`src/design/bsk_pkg.sv`:
```
// ----------------------------------------------------------------------------
// bsk_pkg
// Shared constants, codes and controller/datapath interface types for the
// best unique solution keeper.
// ----------------------------------------------------------------------------
`default_nettype none

package bsk_pkg;

    localparam int MAX_ENTRIES = 16;
    localparam int SCORE_BITS  = 32;
    localparam int KEY_BITS    = 64;
    localparam int SEEN_BITS   = 32;
    localparam int IDX_W       = 4;
    localparam int TOTAL_W     = 5;
    localparam int ENTRY_W     = KEY_BITS + SCORE_BITS + SEEN_BITS;

    typedef logic [2:0] act_t;
    typedef logic [1:0] req_t;

    localparam act_t ACT_DUP     = 3'd0;
    localparam act_t ACT_APPEND  = 3'd1;
    localparam act_t ACT_REPLACE = 3'd2;
    localparam act_t ACT_REJECT  = 3'd3;
    localparam act_t ACT_READ    = 3'd4;
    localparam act_t ACT_CLEAR   = 3'd5;

    localparam req_t REQ_OFFER = 2'd0;
    localparam req_t REQ_READ  = 2'd1;
    localparam req_t REQ_CLEAR = 2'd2;

    typedef struct packed {
        logic load;
        logic scan_start;
        logic scan;
        logic shift_start;
        logic shift;
        logic rd_sel;
        logic res_load;
        act_t act;
    } cmd_t;

    typedef struct packed {
        logic drained;
        logic ev_match;
        logic matched;
        logic fits;
        logic better;
        logic out_free;
    } status_t;

endpackage

`default_nettype wire

```
`src/design/best_unique_solution_keeper_core.sv`:
```
// ----------------------------------------------------------------------------
// best_unique_solution_keeper_core
// Ordered list of up to 16 distinct keys with scores and times-seen counts.
//
// Requests enter on in_valid/in_ready (offer, read, clear); one result per
// request leaves on res_valid/res_ready. The capacity register is written on
// cfg_valid/cfg_ready, which is always ready; write it only while idle.
// An offer scans the list one entry per cycle on the RAM read port, stopping
// early on a match; a replace then closes the gap behind the replaced entry.
// One request is in flight at a time; the next transfer is taken in the cycle
// after the result loads, even while the previous result waits in the output
// register. When the receiver stalls, the finished request holds in its last
// phase until the output register frees.
// Reset empties the list and sets capacity to 16; stored entries are not
// cleared.
// ----------------------------------------------------------------------------
`default_nettype none

module best_unique_solution_keeper_core (
    input  wire logic                                  clk,
    input  wire logic                                  rst_n,
    input  wire logic                                  cfg_valid,
    output logic                                       cfg_ready,
    input  wire logic [bsk_pkg::TOTAL_W-1:0]           cfg_data,
    input  wire logic                                  in_valid,
    output logic                                       in_ready,
    input  wire bsk_pkg::req_t                         req_type,
    input  wire logic [bsk_pkg::KEY_BITS-1:0]          solution_key,
    input  wire logic signed [bsk_pkg::SCORE_BITS-1:0] score,
    input  wire logic [bsk_pkg::IDX_W-1:0]             read_index,
    output logic                                       res_valid,
    input  wire logic                                  res_ready,
    output bsk_pkg::act_t                              action,
    output logic [bsk_pkg::IDX_W-1:0]                  position,
    output logic [bsk_pkg::TOTAL_W-1:0]                stored_count,
    output logic [bsk_pkg::KEY_BITS-1:0]               out_key,
    output logic signed [bsk_pkg::SCORE_BITS-1:0]      out_score,
    output logic [bsk_pkg::SEEN_BITS-1:0]              out_times_seen,
    output logic                                       out_valid
);
    import bsk_pkg::*;

    cmd_t    cmd;
    status_t st;

    assign cfg_ready = 1'b1;

    bsk_ctrl u_ctrl (
        .clk      (clk),
        .rst_n    (rst_n),
        .in_valid (in_valid),
        .in_ready (in_ready),
        .req_type (req_type),
        .st       (st),
        .cmd      (cmd)
    );

    bsk_dpath u_dpath (
        .clk            (clk),
        .rst_n          (rst_n),
        .cfg_wr         (cfg_valid && cfg_ready),
        .cfg_data       (cfg_data),
        .solution_key   (solution_key),
        .score          (score),
        .read_index     (read_index),
        .cmd            (cmd),
        .st             (st),
        .res_valid      (res_valid),
        .res_ready      (res_ready),
        .action         (action),
        .position       (position),
        .stored_count   (stored_count),
        .out_key        (out_key),
        .out_score      (out_score),
        .out_times_seen (out_times_seen),
        .out_valid      (out_valid)
    );

endmodule

`default_nettype wire

```
`src/design/bsk_ram.sv`:
```
// ----------------------------------------------------------------------------
// bsk_ram
// Generic single write port, single read port RAM with registered read data.
// ----------------------------------------------------------------------------
`default_nettype none

module bsk_ram #(
    parameter int WIDTH = 8,
    parameter int DEPTH = 16
) (
    input  wire logic                     clk,
    input  wire logic                     wr_en,
    input  wire logic [$clog2(DEPTH)-1:0] wr_addr,
    input  wire logic [WIDTH-1:0]         wr_data,
    input  wire logic [$clog2(DEPTH)-1:0] rd_addr,
    output logic      [WIDTH-1:0]         rd_data
);

    logic [WIDTH-1:0] mem [DEPTH];

    always_ff @(posedge clk)
    begin
        if (wr_en)
        begin
            mem[wr_addr] <= wr_data;
        end
        rd_data <= mem[rd_addr];
    end

endmodule

`default_nettype wire

```
`src/design/bsk_ctrl.sv`:
```
// ----------------------------------------------------------------------------
// bsk_ctrl
// Request sequencer: scan, decide, shift, read and result phases of each request.
// ----------------------------------------------------------------------------
`default_nettype none

module bsk_ctrl (
    input  wire logic             clk,
    input  wire logic             rst_n,
    input  wire logic             in_valid,
    output logic                  in_ready,
    input  wire bsk_pkg::req_t    req_type,
    input  wire bsk_pkg::status_t st,
    output bsk_pkg::cmd_t         cmd
);
    import bsk_pkg::*;

    localparam logic [2:0] S_IDLE   = 3'd0;
    localparam logic [2:0] S_SCAN   = 3'd1;
    localparam logic [2:0] S_DECIDE = 3'd2;
    localparam logic [2:0] S_SHIFT  = 3'd3;
    localparam logic [2:0] S_RD     = 3'd4;
    localparam logic [2:0] S_FIN    = 3'd5;

    logic [2:0] state_reg;
    logic [2:0] state_next;
    act_t       act_reg;
    act_t       act_next;

    assign in_ready = (state_reg == S_IDLE);

    always_comb
    begin
        cmd        = '0;
        cmd.act    = act_reg;
        state_next = state_reg;
        act_next   = act_reg;
        case (state_reg)
            S_IDLE:
            begin
                if (in_valid)
                begin
                    cmd.load = 1'b1;
                    case (req_type)
                        REQ_OFFER:
                        begin
                            cmd.scan_start = 1'b1;
                            state_next     = S_SCAN;
                        end
                        REQ_READ:
                        begin
                            act_next   = ACT_READ;
                            state_next = S_RD;
                        end
                        REQ_CLEAR:
                        begin
                            act_next   = ACT_CLEAR;
                            state_next = S_FIN;
                        end
                        default:
                        begin
                            act_next   = ACT_REJECT;
                            state_next = S_FIN;
                        end
                    endcase
                end
            end
            S_SCAN:
            begin
                cmd.scan = 1'b1;
                if (st.ev_match || st.drained)
                begin
                    state_next = S_DECIDE;
                end
            end
            S_DECIDE:
            begin
                state_next = S_FIN;
                if (st.matched)
                begin
                    act_next = ACT_DUP;
                end
                else if (st.fits)
                begin
                    act_next = ACT_APPEND;
                end
                else if (st.better)
                begin
                    cmd.shift_start = 1'b1;
                    act_next        = ACT_REPLACE;
                    state_next      = S_SHIFT;
                end
                else
                begin
                    act_next = ACT_REJECT;
                end
            end
            S_SHIFT:
            begin
                cmd.shift = 1'b1;
                if (st.drained)
                begin
                    state_next = S_FIN;
                end
            end
            S_RD:
            begin
                cmd.rd_sel = 1'b1;
                state_next = S_FIN;
            end
            S_FIN:
            begin
                cmd.rd_sel = 1'b1;
                if (st.out_free)
                begin
                    cmd.res_load = 1'b1;
                    state_next   = S_IDLE;
                end
            end
            default:
            begin
                state_next = S_IDLE;
            end
        endcase
    end

    always_ff @(posedge clk or negedge rst_n)
    begin
        if (!rst_n)
        begin
            state_reg <= S_IDLE;
            act_reg   <= ACT_REJECT;
        end
        else
        begin
            state_reg <= state_next;
            act_reg   <= act_next;
        end
    end

endmodule

`default_nettype wire

```
`src/design/bsk_dpath.sv`:
```
// ----------------------------------------------------------------------------
// bsk_dpath
// Entry store, scan pipeline, worst-entry tracker, gap close and result
// register.
// ----------------------------------------------------------------------------
`default_nettype none

module bsk_dpath (
    input  wire logic                                 clk,
    input  wire logic                                 rst_n,
    input  wire logic                                 cfg_wr,
    input  wire logic [bsk_pkg::TOTAL_W-1:0]          cfg_data,
    input  wire logic [bsk_pkg::KEY_BITS-1:0]         solution_key,
    input  wire logic signed [bsk_pkg::SCORE_BITS-1:0] score,
    input  wire logic [bsk_pkg::IDX_W-1:0]            read_index,
    input  wire bsk_pkg::cmd_t                        cmd,
    output bsk_pkg::status_t                          st,
    output logic                                      res_valid,
    input  wire logic                                 res_ready,
    output bsk_pkg::act_t                             action,
    output logic [bsk_pkg::IDX_W-1:0]                 position,
    output logic [bsk_pkg::TOTAL_W-1:0]               stored_count,
    output logic [bsk_pkg::KEY_BITS-1:0]              out_key,
    output logic signed [bsk_pkg::SCORE_BITS-1:0]     out_score,
    output logic [bsk_pkg::SEEN_BITS-1:0]             out_times_seen,
    output logic                                      out_valid
);
    import bsk_pkg::*;

    localparam logic [TOTAL_W-1:0] MAX_TOTAL = TOTAL_W'(MAX_ENTRIES);

    logic [KEY_BITS-1:0]          key_reg;
    logic signed [SCORE_BITS-1:0] score_reg;
    logic [IDX_W-1:0]             ridx_reg;
    logic [TOTAL_W-1:0]           capacity_reg;
    logic [TOTAL_W-1:0]           total_reg;
    logic [TOTAL_W-1:0]           total_next;
    logic [TOTAL_W-1:0]           idx_reg;
    logic                         ev_vld_reg;
    logic [IDX_W-1:0]             ev_idx_reg;
    logic                         have_max_reg;
    logic signed [SCORE_BITS-1:0] max_score_reg;
    logic [IDX_W-1:0]             max_idx_reg;
    logic                         matched_reg;
    logic [IDX_W-1:0]             match_idx_reg;
    logic signed [SCORE_BITS-1:0] match_score_reg;
    logic [SEEN_BITS-1:0]         match_seen_reg;

    logic                         res_valid_reg;
    act_t                         action_reg;
    logic [IDX_W-1:0]             position_reg;
    logic [TOTAL_W-1:0]           count_reg;
    logic [KEY_BITS-1:0]          out_key_reg;
    logic signed [SCORE_BITS-1:0] out_score_reg;
    logic [SEEN_BITS-1:0]         out_seen_reg;
    logic                         out_valid_reg;

    logic [IDX_W-1:0]             position_next;
    logic [KEY_BITS-1:0]          out_key_next;
    logic signed [SCORE_BITS-1:0] out_score_next;
    logic [SEEN_BITS-1:0]         out_seen_next;
    logic                         out_valid_next;

    logic                         wr_en;
    logic [IDX_W-1:0]             wr_addr;
    logic [ENTRY_W-1:0]           wr_data;
    logic [IDX_W-1:0]             rd_addr;
    logic [ENTRY_W-1:0]           rd_data;
    logic [KEY_BITS-1:0]          rd_key;
    logic signed [SCORE_BITS-1:0] rd_score;
    logic [SEEN_BITS-1:0]         rd_seen;

    logic                         issue;
    logic                         eval;
    logic                         key_hit;
    logic [TOTAL_W-1:0]           eff_cap;
    logic                         rd_in_range;

    bsk_ram #(
        .WIDTH (ENTRY_W),
        .DEPTH (MAX_ENTRIES)
    ) u_ram (
        .clk     (clk),
        .wr_en   (wr_en),
        .wr_addr (wr_addr),
        .wr_data (wr_data),
        .rd_addr (rd_addr),
        .rd_data (rd_data)
    );

    assign rd_key   = rd_data[ENTRY_W-1 -: KEY_BITS];
    assign rd_score = rd_data[SCORE_BITS+SEEN_BITS-1 -: SCORE_BITS];
    assign rd_seen  = rd_data[SEEN_BITS-1:0];

    assign rd_addr = cmd.rd_sel ? ridx_reg : idx_reg[IDX_W-1:0];
    assign issue   = (cmd.scan || cmd.shift) && (idx_reg < total_reg);
    assign eval    = cmd.scan && ev_vld_reg;
    assign key_hit = (rd_key == key_reg);

    always_comb
    begin
        if (capacity_reg == '0)
        begin
            eff_cap = TOTAL_W'(1);
        end
        else if (capacity_reg > MAX_TOTAL)
        begin
            eff_cap = MAX_TOTAL;
        end
        else
        begin
            eff_cap = capacity_reg;
        end
    end

    assign rd_in_range = ({1'b0, ridx_reg} < total_reg);

    assign st.drained  = (idx_reg >= total_reg) && !ev_vld_reg;
    assign st.ev_match = eval && key_hit;
    assign st.matched  = matched_reg;
    assign st.fits     = (total_reg < eff_cap);
    assign st.better   = have_max_reg && (score_reg < max_score_reg);
    assign st.out_free = !res_valid_reg || res_ready;

    // entry writes: gap close, count bump, new key
    always_comb
    begin
        wr_en   = 1'b0;
        wr_addr = ev_idx_reg - IDX_W'(1);
        wr_data = rd_data;
        if (cmd.shift && ev_vld_reg)
        begin
            wr_en = 1'b1;
        end
        if (cmd.res_load)
        begin
            case (cmd.act)
                ACT_DUP:
                begin
                    wr_en   = 1'b1;
                    wr_addr = match_idx_reg;
                    wr_data = {key_reg, match_score_reg, match_seen_reg};
                end
                ACT_APPEND:
                begin
                    wr_en   = 1'b1;
                    wr_addr = total_reg[IDX_W-1:0];
                    wr_data = {key_reg, score_reg, SEEN_BITS'(1)};
                end
                ACT_REPLACE:
                begin
                    wr_en   = 1'b1;
                    wr_addr = total_reg[IDX_W-1:0] - IDX_W'(1);
                    wr_data = {key_reg, score_reg, SEEN_BITS'(1)};
                end
                default:
                begin
                    wr_en = wr_en;
                end
            endcase
        end
    end

    always_comb
    begin
        total_next     = total_reg;
        position_next  = '0;
        out_key_next   = '0;
        out_score_next = '0;
        out_seen_next  = '0;
        out_valid_next = 1'b0;
        case (cmd.act)
            ACT_DUP:
            begin
                position_next = match_idx_reg;
            end
            ACT_APPEND:
            begin
                total_next    = total_reg + TOTAL_W'(1);
                position_next = total_reg[IDX_W-1:0];
            end
            ACT_REPLACE:
            begin
                position_next = total_reg[IDX_W-1:0] - IDX_W'(1);
            end
            ACT_READ:
            begin
                position_next = ridx_reg;
                if (rd_in_range)
                begin
                    out_key_next   = rd_key;
                    out_score_next = rd_score;
                    out_seen_next  = rd_seen;
                    out_valid_next = 1'b1;
                end
            end
            ACT_CLEAR:
            begin
                total_next = '0;
            end
            default:
            begin
                position_next = '0;
            end
        endcase
    end

    always_ff @(posedge clk)
    begin
        if (cmd.load)
        begin
            key_reg   <= solution_key;
            score_reg <= score;
            ridx_reg  <= read_index;
        end
        if (issue)
        begin
            ev_idx_reg <= idx_reg[IDX_W-1:0];
        end
        if (eval)
        begin
            if (key_hit)
            begin
                match_idx_reg   <= ev_idx_reg;
                match_score_reg <= rd_score;
                match_seen_reg  <= (rd_seen == '1) ? rd_seen : rd_seen + SEEN_BITS'(1);
            end
            else if (!have_max_reg || (rd_score > max_score_reg))
            begin
                max_score_reg <= rd_score;
                max_idx_reg   <= ev_idx_reg;
            end
        end
        if (cmd.res_load)
        begin
            action_reg    <= cmd.act;
            position_reg  <= position_next;
            count_reg     <= total_next;
            out_key_reg   <= out_key_next;
            out_score_reg <= out_score_next;
            out_seen_reg  <= out_seen_next;
            out_valid_reg <= out_valid_next;
        end
    end

    always_ff @(posedge clk or negedge rst_n)
    begin
        if (!rst_n)
        begin
            capacity_reg  <= MAX_TOTAL;
            total_reg     <= '0;
            idx_reg       <= '0;
            ev_vld_reg    <= 1'b0;
            have_max_reg  <= 1'b0;
            matched_reg   <= 1'b0;
            res_valid_reg <= 1'b0;
        end
        else
        begin
            if (cfg_wr)
            begin
                capacity_reg <= cfg_data;
            end
            if (cmd.res_load)
            begin
                total_reg <= total_next;
            end
            if (cmd.scan_start)
            begin
                idx_reg <= '0;
            end
            else if (cmd.shift_start)
            begin
                idx_reg <= {1'b0, max_idx_reg} + TOTAL_W'(1);
            end
            else if (issue)
            begin
                idx_reg <= idx_reg + TOTAL_W'(1);
            end
            if (cmd.scan_start || cmd.shift_start)
            begin
                ev_vld_reg <= 1'b0;
            end
            else
            begin
                ev_vld_reg <= issue;
            end
            if (cmd.scan_start)
            begin
                have_max_reg <= 1'b0;
                matched_reg  <= 1'b0;
            end
            else if (eval)
            begin
                if (key_hit)
                begin
                    matched_reg <= 1'b1;
                end
                else
                begin
                    have_max_reg <= 1'b1;
                end
            end
            if (cmd.res_load)
            begin
                res_valid_reg <= 1'b1;
            end
            else if (res_ready)
            begin
                res_valid_reg <= 1'b0;
            end
        end
    end

    assign res_valid      = res_valid_reg;
    assign action         = action_reg;
    assign position       = position_reg;
    assign stored_count   = count_reg;
    assign out_key        = out_key_reg;
    assign out_score      = out_score_reg;
    assign out_times_seen = out_seen_reg;
    assign out_valid      = out_valid_reg;

`ifndef SYNTHESIS
    a_total_bound: assert property (@(posedge clk) disable iff (!rst_n)
        total_reg <= MAX_TOTAL)
        else $error("entry total above store depth");

    a_wr_in_list: assert property (@(posedge clk) disable iff (!rst_n)
        (wr_en && !(cmd.res_load && cmd.act == ACT_APPEND))
        |-> ({1'b0, wr_addr} < total_reg))
        else $error("entry write outside held list");

    a_append_grows: assert property (@(posedge clk) disable iff (!rst_n)
        (cmd.res_load && cmd.act == ACT_APPEND)
        |=> (total_reg == $past(total_reg) + TOTAL_W'(1)))
        else $error("append did not grow the list");

    a_read_pos: assert property (@(posedge clk) disable iff (!rst_n)
        (res_valid_reg && out_valid_reg) |-> ({1'b0, position_reg} < count_reg))
        else $error("valid read beyond held list");
`endif

endmodule

`default_nettype wire
```
`config.mk`:
```
export PLATFORM = sky130hd
export DESIGN_NAME = best_unique_solution_keeper_core
export DESIGN_NICKNAME = d
export VERILOG_FILES = /design/src/design/bsk_pkg.sv /design/src/design/best_unique_solution_keeper_core.sv /design/src/design/bsk_ram.sv /design/src/design/bsk_ctrl.sv /design/src/design/bsk_dpath.sv
export SDC_FILE = /design/constraint.sdc
export NUM_CORES = 2
export LEC_CHECK = 0
export BUFFER_PORTS_ARGS = -buffer_cell sky130_fd_sc_hd__buf_2
export CAP_MARGIN = 15
export CORE_AREA = 2 2 475 477
export CTS_CLUSTER_SIZE = 10
export DETAILED_ROUTE_END_ITERATION = 16
export DIE_AREA = 0 0 477 479
export PLACE_DENSITY = 0.7
export SYNTH_ARGS = -nofsm -noshare
export SYNTH_HDL_FRONTEND = slang
export SYNTH_SLANG_ARGS = --single-unit
```
`constraint.sdc`:
```
create_clock -name clk -period 40 [get_ports clk]
set_input_delay 12 -clock clk [delete_from_list [all_inputs] [get_ports clk]]
set_output_delay 12 -clock clk [all_outputs]
set_load 0.005 [all_outputs]
```
==> qor.txt <==
WORST SETUP PATH
--------------------------------------------------------------------------------------
Crit path arrival time                                                        17.89 ns
Crit path required time                                                       40.53 ns
Critical setup path kind                                                        in2reg
Crit path launch type                                                     primary input
Critical path capture point type                                              register
Largest fanout on the critical path                                                 48

GLOBAL ROUTING
--------------------------------------------------------------------------------------
GRT met3 Usage                                                                  4.623%
Congestion Overflow GR                                                               0
Pin count of the biggest net entering global routing                               200
Vias in the first global route                                                   60781
Global-route layer with the greatest usage                                        met2
Antenna violations before repair                                                    14
Global routing usage on met2                                                    33.16%
Met1 usage                                                                      32.30%
Overall Global Routing Usage                                                    22.07%
Wire length of the first global-routing pass                                 383600 um

PLACED DESIGN
--------------------------------------------------------------------------------------
IO Port Bufs                                                                       254
Detailed placer's ending HPWL                                                131800 um
RePlAce Congestion                                                              0.8205
Placed Instance Area                                                        104700 um2
Instance count after placement with tap cells included                           10230

LOGIC SYNTHESIS
--------------------------------------------------------------------------------------
Number of synthesis warnings                                                         0
Post-synth top flop                                                       sky130_fd_sc_hd__edfxtp_1
Synthesized Nets                                                                  7518
Async set-reset flop share out of synthesis                                    0.9804%
Sequential cell area fraction in the yosys report                               75.05%
Number of storage elements in the synthesis netlist                               2550
Number of synthesized flops with an enable pin                                    2397
Mapped Area                                                                 100200 um2
Synthesized area per cell                                                    13.68 um2
Synthesized instance count                                                        7322
Synth cell types                                                                    62

CLOCKING
--------------------------------------------------------------------------------------
Clock slew at the register clock pins of the worst setup and hold paths        0.05 ns
CTS HTree Levels                                                                     5
Clock sinks                                                                       2550
Max Buffers Root-to-Sink                                                             4
Clock tree from TritonCTS                                                        built
Post CTS Setup Buffer Count                                                          0
# hold bufs at CTS                                                                   0
Clock tree root driver cell                                               sky130_fd_sc_hd__clkbuf_16
# resized after CTS                                                                  0
Number of CTS-inserted buffers                                                     308
Later-pin clock latency in the skew report                                     0.93 ns

ROUTING
--------------------------------------------------------------------------------------
WL/cell                                                                       24.14 um
Detailed router's first-iteration violation count                                 8876
Remaining number of nets flagged by the antenna check after routing                  0
Wire length reported by the detailed router                                  258600 um
Post-DR vias/cell                                                                5.834
Number of remaining DRC errors                                                       0
DRT Pass-1 Iters                                                                     6
Routed vias                                                                      62509

FLOORPLAN
--------------------------------------------------------------------------------------
Die height                                                                      479 um
Number of cell rows                                                                174
Starting utilization of the core area                                           44.80%
Area of the die                                                             228500 um2
Die span in x                                                                   477 um
Core footprint                                                              223600 um2
Boundary pin count                                                                 256

LAYOUT
--------------------------------------------------------------------------------------
Share of cells above drive strength 1                                           11.09%
Largest regs                                                              u_dpath.u_ram.mem x2048, u_dpath.u_ram.rd_data x128
P&R area growth vs syn                                                          13.09%
Final Core Density                                                              50.66%
Most flop-heavy register                                                  u_dpath.u_ram.mem
Final design instance area without fill                                     113300 um2
Finished Layout Cells                                                            10715
Filler cells                                                                     18277
Flip-flop count of the largest register after layout                              2048
Net count reported at finish                                                      7746

TIMING
--------------------------------------------------------------------------------------
Least-Margin Pin Slew                                                         1.179 ns
Total count of max-transition violations in the final report                         0
Final setup violation count                                                          0
Final period util                                                               43.41%
Final setup skew                                                            0.07084 ns
Hold Violations, Final                                                               0
RSZ-0062 raised after global routing                                                no
Relative slew slack                                                             21.37%
Fin Setup TNS                                                                     0 ns
Fmax                                                                         57.59 MHz
Time the final worst path needs with I/O delays and setup                     17.36 ns

HOLD PATH
--------------------------------------------------------------------------------------
Min-Delay Path Class                                                           reg2reg

POWER AND IR DROP
--------------------------------------------------------------------------------------
Maximum vdd drop                                                              109.9 uV
Power density normalized to cell area                                     81.65 nW/um2
LEAKAGE                                                                       39.18 nW

JOB
--------------------------------------------------------------------------------------
Number of violations of the max-capacitance limit                                    0

RUN STATUS
--------------------------------------------------------------------------------------
Status                                                                       completed

-- power breakdown --
group	total [mW]	internal, mW	switching (mW)
Clock	2.44	1.44	1.00
Sequential	3.89	3.65	0.235
Combinational	2.92	0.836	2.08
-- cell usage in the layout, fill, tap and decap left out, types with 12 or more instances in the layout --
cell                           n
sky130_fd_sc_hd__xnor2_1      91
sky130_fd_sc_hd__a22o_1       31
sky130_fd_sc_hd__buf_12       12
sky130_fd_sc_hd__ha_1         84
sky130_fd_sc_hd__mux2_2       73
sky130_fd_sc_hd__nand4_1      36
sky130_fd_sc_hd__clkbuf_1    158
sky130_fd_sc_hd__dfrtp_1      22
sky130_fd_sc_hd__clkbuf_16   312
sky130_fd_sc_hd__inv_1        50
sky130_fd_sc_hd__a22oi_1      32
sky130_fd_sc_hd__nand2_1    2025
sky130_fd_sc_hd__a21oi_1      28
sky130_fd_sc_hd__nor2_4       13
sky130_fd_sc_hd__a311oi_1    242
sky130_fd_sc_hd__and2_1      130
sky130_fd_sc_hd__buf_2       255
sky130_fd_sc_hd__nor2_1       31
sky130_fd_sc_hd__mux4_2       40
sky130_fd_sc_hd__edfxtp_1   2397
sky130_fd_sc_hd__dfxtp_1     128
sky130_fd_sc_hd__o21ai_0      43
sky130_fd_sc_hd__nand2b_1     12
sky130_fd_sc_hd__xor2_1       12
sky130_fd_sc_hd__nor3_1       13
sky130_fd_sc_hd__a31oi_1     143
sky130_fd_sc_hd__a211oi_1     23
sky130_fd_sc_hd__nand3_1     899
sky130_fd_sc_hd__buf_4       108
sky130_fd_sc_hd__and3_1      147
sky130_fd_sc_hd__a21o_1       13
-- stage by stage --
stage / power, mW / hold WS, ns / setup WS [ns]
detailed placement: 6.807 / 0.4911 / 21.83
CTS: 9.244 / 0.5003 / 22.74
global route: 9.685 / 0.5380 / 22.47
floorplan: 5.801 / 0.4392 / 15.44
finish: 9.249 / 0.5067 / 22.64
global placement: 6.717 / 0.4937 / 21.90
-- logic make-up after synthesis --
group	Yosys count	share of synthesized area, %
compound gates	599	4.516
buf+inv	509	1.974
other cells	1	0.003744
mux	123	1.828
xor+xnor	103	0.9007
flops	2550	75.05
simple gates	3353	14.68
fa+ha+maj	84	1.049
-- worst paths after layout --
check,startpoint,end,slack (ns),cells past startpoint
worst min register to register,u_dpath.max_idx_reg[0],u_dpath.idx_reg[0],0.51,1
min in group asynchronous,rst_n,u_dpath.have_max_reg,11.12,1
worst min-delay path,u_dpath.max_idx_reg[0],u_dpath.idx_reg[0],0.51,1
max in group asynchronous,rst_n,u_dpath.idx_reg[4],28.48,1
worst max-delay path,res_ready,u_dpath.u_ram.mem[10][122],22.64,13
worst max register to register,u_ctrl.state_reg[1],u_dpath.u_ram.mem[10][122],33.12,12
-- critical path, cell delays in order --
cell	delay [ns]
sky130_fd_sc_hd__buf_2	0.07
sky130_fd_sc_hd__nand2b_1	0.22
sky130_fd_sc_hd__nand2b_1	0.11
sky130_fd_sc_hd__buf_4	0.24
sky130_fd_sc_hd__inv_8	0.32
sky130_fd_sc_hd__and2_2	0.22
sky130_fd_sc_hd__buf_4	0.64
sky130_fd_sc_hd__or2_2	0.29
sky130_fd_sc_hd__mux2i_1	0.64
sky130_fd_sc_hd__nand3_1	0.52
sky130_fd_sc_hd__nor2_4	0.91
sky130_fd_sc_hd__buf_4	0.94
sky130_fd_sc_hd__buf_4	0.66
-- cell type report --
type                            count  area (um2)  area share, %
Antenna cell                        2       5.005       0.004418
Timing Repair Buffer              376        2355          2.079
Tap cell                         2992        3744          3.305
Inverter                           51       198.9         0.1756
Clock buffer                      473        8442          7.453
Clock inverter                      8       90.09        0.07953
Multi-Input combinational cell   4263       23270          20.54
Sequential cell                  2550       75170          66.36
-- synth_stat cells, drive strengths merged, types with 4 or more instances --
cell | n | area [um2]
a22o | 31 | 271.5
o22ai | 5 | 31.28
a311oi | 242 | 2120
and3 | 147 | 919.6
or2 | 4 | 25.02
mux2 | 76 | 855.8
ha | 84 | 1051
mux2i | 7 | 73.82
dfxtp | 128 | 2562
dfrtp | 22 | 550.5
xor2 | 12 | 105.1
inv | 51 | 191.4
a21o | 13 | 97.59
nor2b | 9 | 56.30
and4 | 8 | 70.07
and2 | 132 | 825.8
nand3 | 899 | 4499
clkbuf | 399 | 1498
nand2 | 2025 | 7601
nor3 | 18 | 90.09
a31oi | 143 | 894.6
o21ai | 44 | 220.2
edfxtp | 2397 | 71980
nand4 | 36 | 225.2
nor2 | 44 | 165.2
nor4 | 10 | 77.57
o21bai | 4 | 30.03
buf | 59 | 287.8
xnor2 | 91 | 797.0
a21oi | 29 | 145.1
o211ai | 5 | 37.54
mux4 | 40 | 900.9
a22oi | 32 | 240.2
o21a | 10 | 75.07
a211oi | 25 | 197.7
nand2b | 13 | 88.83
-- layer usage --
metal / vias up / wire length [um] / share of wire, %
met4: 4 / 7113 / 2.8
met2: 3539 / 115700 / 45
met5: - / 19 / 0.0073
met3: 493 / 28320 / 11
li1: 27425 / - / -
met1: 31048 / 107400 / 42
(Power assumes the default switching activity.)
